$ cat config.mk
export PLATFORM = sky130hd
export DESIGN_NAME = base64_byte_stream_encoder_core
export DESIGN_NICKNAME = d
export VERILOG_FILES = /design/src/design/b64e_pkg.sv /design/src/design/b64e_front.sv /design/src/design/b64e_queue.sv /design/src/design/b64e_back.sv /design/src/design/base64_byte_stream_encoder_core.sv
export SDC_FILE = /design/constraint.sdc
export NUM_CORES = 1
export LEC_CHECK = 0
export ABC_AREA = 1
export BUFFER_PORTS_ARGS = -buffer_cell sky130_fd_sc_hd__buf_4
export CAP_MARGIN = 5
export CORE_MARGIN = 5
export CORE_UTILIZATION = 45
export DETAILED_ROUTE_END_ITERATION = 10
export SLEW_MARGIN = 20
export SYNTH_ARGS = -nofsm -noshare
export SYNTH_HDL_FRONTEND = slang
export SYNTH_SLANG_ARGS = --single-unit
export TNS_END_PERCENT = 100
$ cat constraint.sdc
create_clock -name clk -period 2.5 [get_ports clk]
set_input_delay 0.25 -clock clk [delete_from_list [all_inputs] [get_ports clk]]
set_output_delay 0.25 -clock clk [all_outputs]
set_load 0.02 [all_outputs]
$ cat src/design/b64e_pkg.sv
// Shared types and constants for the base64 byte stream encoder.
// Holds the front-to-back job record and the alphabet lookup.
// No dependencies.
package b64e_pkg;

  localparam logic [6:0] PAD_CHAR = 7'h3D;

  localparam logic [1:0] PH0 = 2'd0;
  localparam logic [1:0] PH1 = 2'd1;
  localparam logic [1:0] PH2 = 2'd2;

  // characters caused by one byte: up to four six-bit groups or pads
  typedef struct packed {
    logic [3:0][5:0] grp;
    logic [3:0]      pad;
    logic [1:0]      last;   // index of the last character
    logic            fin;
  } job_t;

  function automatic logic [6:0] b64_char(input logic [5:0] six);
    logic [6:0] s;
    s = {1'b0, six};
    if (six < 6'd26) begin
      b64_char = s + 7'd65;
    end else if (six < 6'd52) begin
      b64_char = s + 7'd71;
    end else if (six < 6'd62) begin
      b64_char = s - 7'd4;
    end else if (six == 6'd62) begin
      b64_char = 7'd43;
    end else begin
      b64_char = 7'd47;
    end
  endfunction

endpackage

$ cat src/design/b64e_front.sv
// Front end: takes bytes, keeps leftover bits and byte phase, builds a job.
// Depends on b64e_pkg.
module b64e_front
  import b64e_pkg::*;
(
  input  logic       clk,
  input  logic       rst,
  input  logic       in_valid,
  output logic       in_stall,
  input  logic [7:0] data_byte,
  input  logic       final_byte,
  input  logic       q_full,
  output logic       push,
  output job_t       push_job
);

  logic [3:0] leftover;
  logic [3:0] leftover_next;
  logic [1:0] phase;
  logic [1:0] phase_next;

  assign in_stall = q_full;
  assign push     = in_valid && !q_full;

  always_comb begin
    push_job      = '0;
    push_job.fin  = final_byte;
    leftover_next = leftover;
    phase_next    = phase;
    unique case (phase)
      PH1: begin
        push_job.grp[0] = {leftover[1:0], data_byte[7:4]};
        push_job.grp[1] = {data_byte[3:0], 2'b00};
        push_job.pad[2] = 1'b1;
        push_job.last   = final_byte ? 2'd2 : 2'd0;
        leftover_next   = data_byte[3:0];
        phase_next      = PH2;
      end
      PH2: begin
        push_job.grp[0] = {leftover[3:0], data_byte[7:6]};
        push_job.grp[1] = data_byte[5:0];
        push_job.last   = 2'd1;
        leftover_next   = 4'd0;
        phase_next      = PH0;
      end
      default: begin
        // phase zero, and the unreachable phase three treated alike
        push_job.grp[0] = data_byte[7:2];
        push_job.grp[1] = {data_byte[1:0], 4'b0000};
        push_job.pad[2] = 1'b1;
        push_job.pad[3] = 1'b1;
        push_job.last   = final_byte ? 2'd3 : 2'd0;
        leftover_next   = {2'b00, data_byte[1:0]};
        phase_next      = PH1;
      end
    endcase
    if (final_byte) begin
      leftover_next = 4'd0;
      phase_next    = PH0;
    end
  end

  always_ff @(posedge clk) begin
    if (rst) begin
      leftover <= 4'd0;
      phase    <= PH0;
    end else if (push) begin
      leftover <= leftover_next;
      phase    <= phase_next;
    end
  end

endmodule

$ cat src/design/b64e_queue.sv
// Two-entry job queue between front and back ends.
// Depends on b64e_pkg.
module b64e_queue
  import b64e_pkg::*;
(
  input  logic clk,
  input  logic rst,
  input  logic push,
  input  job_t push_job,
  output logic full,
  input  logic pop,
  output job_t head,
  output logic empty
);

  job_t       mem [2];
  logic       wr_ptr;
  logic       rd_ptr;
  logic [1:0] count;

  assign full  = (count == 2'd2);
  assign empty = (count == 2'd0);
  assign head  = mem[rd_ptr];

  always_ff @(posedge clk) begin
    if (push) begin
      mem[wr_ptr] <= push_job;
    end
  end

  always_ff @(posedge clk) begin
    if (rst) begin
      wr_ptr <= 1'b0;
      rd_ptr <= 1'b0;
      count  <= 2'd0;
    end else begin
      if (push) begin
        wr_ptr <= ~wr_ptr;
      end
      if (pop) begin
        rd_ptr <= ~rd_ptr;
      end
      if (push && !pop) begin
        count <= count + 2'd1;
      end else if (pop && !push) begin
        count <= count - 2'd1;
      end
    end
  end

endmodule

$ cat src/design/b64e_back.sv
// Back end: walks the head job one character a cycle, while out_stall is low, into the output register.
// Depends on b64e_pkg.
module b64e_back
  import b64e_pkg::*;
(
  input  logic       clk,
  input  logic       rst,
  input  logic       empty,
  input  job_t       head,
  output logic       pop,
  output logic       out_valid,
  input  logic       out_stall,
  output logic [6:0] symbol,
  output logic       run_end,
  output logic       message_end
);

  logic [1:0] idx;
  logic       load;
  logic       is_last;

  assign load    = (!out_valid || !out_stall) && !empty;
  assign is_last = (idx == head.last);
  assign pop     = load && is_last;

  always_ff @(posedge clk) begin
    if (rst) begin
      out_valid <= 1'b0;
      idx       <= 2'd0;
    end else if (!out_valid || !out_stall) begin
      out_valid <= !empty;
      if (!empty) begin
        idx <= is_last ? 2'd0 : idx + 2'd1;
      end
    end
  end

  always_ff @(posedge clk) begin
    if (load) begin
      symbol      <= head.pad[idx] ? PAD_CHAR : b64_char(head.grp[idx]);
      run_end     <= is_last;
      message_end <= is_last && head.fin;
    end
  end

endmodule

$ cat src/design/base64_byte_stream_encoder_core.sv
// Base64 (padded) byte stream encoder, top level.
// Depends on b64e_pkg, b64e_front, b64e_queue, b64e_back.
//
//   channel  valid      stall      payload
//   in       in_valid   in_stall   data_byte, final_byte
//   out      out_valid  out_stall  symbol, run_end, message_end
//
// One character leaves per cycle while out_stall is low; a byte yields one to four, so a
// message gives four characters per three bytes, plus padding on the final byte.
// A byte's first character reaches the output through the job queue, then the output register.
// Bytes are taken while the two-entry job queue has room; out_stall holds
// the output register and backs up through the queue to in_stall.
// Synchronous reset clears phase, leftover bits, queue and output valid.
module base64_byte_stream_encoder_core
  import b64e_pkg::*;
(
  input  logic       clk,
  input  logic       rst,
  input  logic       in_valid,
  output logic       in_stall,
  input  logic [7:0] data_byte,
  input  logic       final_byte,
  output logic       out_valid,
  input  logic       out_stall,
  output logic [6:0] symbol,
  output logic       run_end,
  output logic       message_end
);

  logic push;
  job_t push_job;
  logic q_full;
  logic pop;
  job_t head;
  logic q_empty;

  b64e_front u_front (
    .clk        (clk),
    .rst        (rst),
    .in_valid   (in_valid),
    .in_stall   (in_stall),
    .data_byte  (data_byte),
    .final_byte (final_byte),
    .q_full     (q_full),
    .push       (push),
    .push_job   (push_job)
  );

  b64e_queue u_queue (
    .clk      (clk),
    .rst      (rst),
    .push     (push),
    .push_job (push_job),
    .full     (q_full),
    .pop      (pop),
    .head     (head),
    .empty    (q_empty)
  );

  b64e_back u_back (
    .clk         (clk),
    .rst         (rst),
    .empty       (q_empty),
    .head        (head),
    .pop         (pop),
    .out_valid   (out_valid),
    .out_stall   (out_stall),
    .symbol      (symbol),
    .run_end     (run_end),
    .message_end (message_end)
  );

endmodule

==> results.toml <==
[outcome]
status = "completed"

[sta]
hold_slack_ns = 0.1397
layout_worst_path_cycle_share_pct = 89.58
timing.final.hold_violations = 0
setup_tns_ns = 0
setup_violations = 0
relSlewSlack_pct = 64.36
max_slew.worst_pin.slew_ns = 0.5289
finalMaxSlewViolations = 0
clock-skew-final_ns = 0.006045
period_minus_slack_ns = 2.239
maxClockFrequency_ghz = 0.4465
setup_repair_after_global_routing_missed_its_margin = "false"

[clock_network]
worst_skew_pair.late_latency_ns = 0.33
cts_tree = "built"
clock_sink_count = 57
clk_pin_slew_worst_paths_ns = 0.06
hold_buffers = 0
post_cts_resized = 0
htreeDepth = 3
tritoncts.num_buffers = 9
cts_root_buffer = "clkbuf_8"
cts_post_setup_buffers_inserted = 0
cts_max_path_buffers = 2

[global_route]
globalRoute.busiestLayer = "met2"
largest_net_degree_at_the_start_of_global_routing = 19
grt_antenna_before_repair = 0
met3_global_route_usage_pct = 3.005
grt_use_met1_pct = 18.01
grt.total_usage_pct = 14.99
grt_util_met2_pct = 25.79
grt_first_pass_wirelength_um = 10070
global_route.overflow_total = 0
first_global_vias = 2198

[placed_design]
port_buffers = 23
place.gp.congestion = 0.8391
dpl.hpwl_um = 4234

[setup_path]
cpPeakStageDelay_ns = 0.32
worst-setup-path-type = "flop to flop"
crit_buf_inv = 3
end_kind = "flop"
critPathLaunchType = "flop"
cp_cell_instances = "buf_4 > inv_8 > o21ai_1 > nand2_1 > nand2_2 > ha_1 > inv_1 > a21oi_1 > xor2_1 > o21ai_0 > nand2_1 > nand3_1"
path_delay_family = "compound AO/OA/AOI/OAI gates"
slowest_stage = "dfxtp_1"
critical_path.max_fanout = 18
required_ns = 2.57
arrival_ns = 2.31
crit_path_frequent_cell = "nand2_1"

[routing]
drt-pass1-iter-count = 4
drt-initial-drc-count = 88
detail_route.wl_per_cell_um = 13.31
routed_via_density = 4.993
route.antenna.remaining_nets = 0
postRouteWirelength_um = 5656
drc = 0
num_vias = 2122

[logic_synthesis]
dominantRegCellSynth = "edfxtp_1"
most_repeated_cell_in_the_gate_level_netlist_after_synthesis = "nand2_1"
syn-cell-area_um2 = 2897
synth_async_sr_flop_share_pct = 0
synth_cell_count_leaders = "71 x nand2_1, 43 x edfxtp_1, 36 x inv_1, 30 x nor2_1, 18 x nand3_1"
edff_count_synth = 43
synth_top_cells_by_area = "edfxtp_1 45%, dfxtp_1 9.7%, nand2_1 9.2%"
mappedNetlistNets = 333
ys_warn_count = 0
synth_cells = 310
synth_largest_type_area_fraction_pct = 44.58
sequential_area_share_after_synthesis_pct = 54.25
synth_cell_type_count = 32
post_synth.cell_area_avg_um2 = 9.344
synth-seq-cells = 57
post-synth-top-area-cell = "edfxtp_1"

[layout]
flow.area_growth_from_synthesis_pct = 15.42
final_net_count = 366
diodes = 0
drive_gt1_share_pct = 19.25

[flow_run]
max_cap_viol_count = 0

[floorplan]
design.die.area_um2 = 8141
io-pin-count = 24
starting_utilization_of_the_core_area_pct = 45.88
die_w_um = 90.23
placement_rows = 29
dieHeight_um = 90.23
floorplan.core_area_um2 = 6314

[pwr]
total_leakage_power_nw = 1.414
ir_worst_vdd_mv = 0.8148
power_density_nw_per_um2 = 1356

[min_path]
min_from = "final_byte"
hold_class = "input port to flop"
==> worst reg2reg max path, delay by kind of cell, from the launching register on <==
kind / cells / cell delay, ns
AO/OA/AOI/OAI: 3 / 0.49
AND/OR/NAND/NOR: 4 / 0.43
XOR/XNOR: 1 / 0.17
buffers and inverters: 3 / 0.39
adder cells (fa/ha/maj): 1 / 0.19
flip-flops: 1 / 0.32
==> stage by stage <==
stage,std cells,instance area [um2],setup slack (ns),power [mW],util (%)
6_report,425,3343,0.2606,4.534,52.95
5_1_grt,425,3343,0.04023,4.955,52.95
4_1_cts,425,3343,0.2410,4.584,52.95
3_5_place_dp,409,3158,0.2555,3.799,50.02
3_3_place_gp,409,3158,0.2566,3.781,50.02
2_1_floorplan,310,2897,0.5642,3.240,-
==> worst paths after layout <==
| check | endpoint | slack, ns | cells past startpoint |
|---|---|---|---|
| setup reg to reg | u_back.symbol[4]$_SDFFCE_PP1P_ | 0.26 | 12 |
| setup / recovery | u_back.symbol[4]$_SDFFCE_PP1P_ | 0.26 | 12 |
| hold / removal | u_queue.mem[0][0]$_DFFE_PP_ | 0.14 | 1 |
| hold reg to reg | u_front.leftover[2]$_SDFFE_PP0P_ | 0.46 | 2 |
==> metal layers <==
layer	part of all wire, %	vias up	wire (um)
met2	50	35	2809
met3	3.4	13	194
li1	-	1105	-
met4	1.6	0	91
met5	0	-	0
met1	45	969	2559
==> cell usage in the layout (no fill, tap or decap), types with 3 or more instances in the layout <==
master / synthesis / final
a21oi_1: 13 / 13
buf_4: 1 / 29
clkbuf_8: 0 / 12
dfxtp_1: 14 / 14
edfxtp_1: 43 / 43
ha_1: 10 / 10
inv_1: 36 / 36
inv_2: 4 / 4
nand2_1: 71 / 71
nand2_2: 6 / 6
nand3_1: 18 / 18
nand3_2: 3 / 3
nand4_1: 3 / 3
nor2_1: 30 / 30
nor2_4: 4 / 4
o211ai_1: 5 / 5
o21ai_0: 17 / 17
o221ai_1: 3 / 3
xor2_1: 6 / 6
==> power breakdown <==
group / leakage, nW / switching, mW / internal [mW]
Clock: 0.0927 / 0.338 / 0.440
Combinational: 0.805 / 1.50 / 0.794
Sequential: 0.516 / 0.100 / 1.36
Total: 1.41 / 1.94 / 2.60
==> cell families (layout without fill, tap and decap cells) <==
| kind of cell | after synthesis | count (layout) | synth area share (%) |
|---|---|---|---|
| simple gates | 140 | 140 | 22.16 |
| buf+inv | 50 | 88 | 7.818 |
| flops | 57 | 57 | 54.25 |
| compound gates | 46 | 46 | 9.331 |
| fa+ha+maj | 10 | 10 | 4.320 |
| xor+xnor | 7 | 7 | 2.117 |
==> registers in the layout, summed over array words and instances (netlist names), named ones only <==
signal and count:
u_queue.mem 34, u_back.symbol 7, u_front.leftover 4, u_back.idx 2, u_front.phase 2, u_queue.count 2, u_back.message_end 1, u_back.out_valid 1
u_back.run_end 1, u_queue.rd_ptr 1, u_queue.wr_ptr 1
==> cell type report <==
type / count / area [um2]
Sequential cell: 57 / 1572
Multi-Input combinational cell: 203 / 1099
Tap cell: 77 / 96.34
Clock inverter: 2 / 12.51
Fill cell: 593 / 2970
Clock buffer: 14 / 172.7
Inverter: 43 / 173.9
Timing Repair Buffer: 29 / 217.7
(Power assumes the default switching activity.)
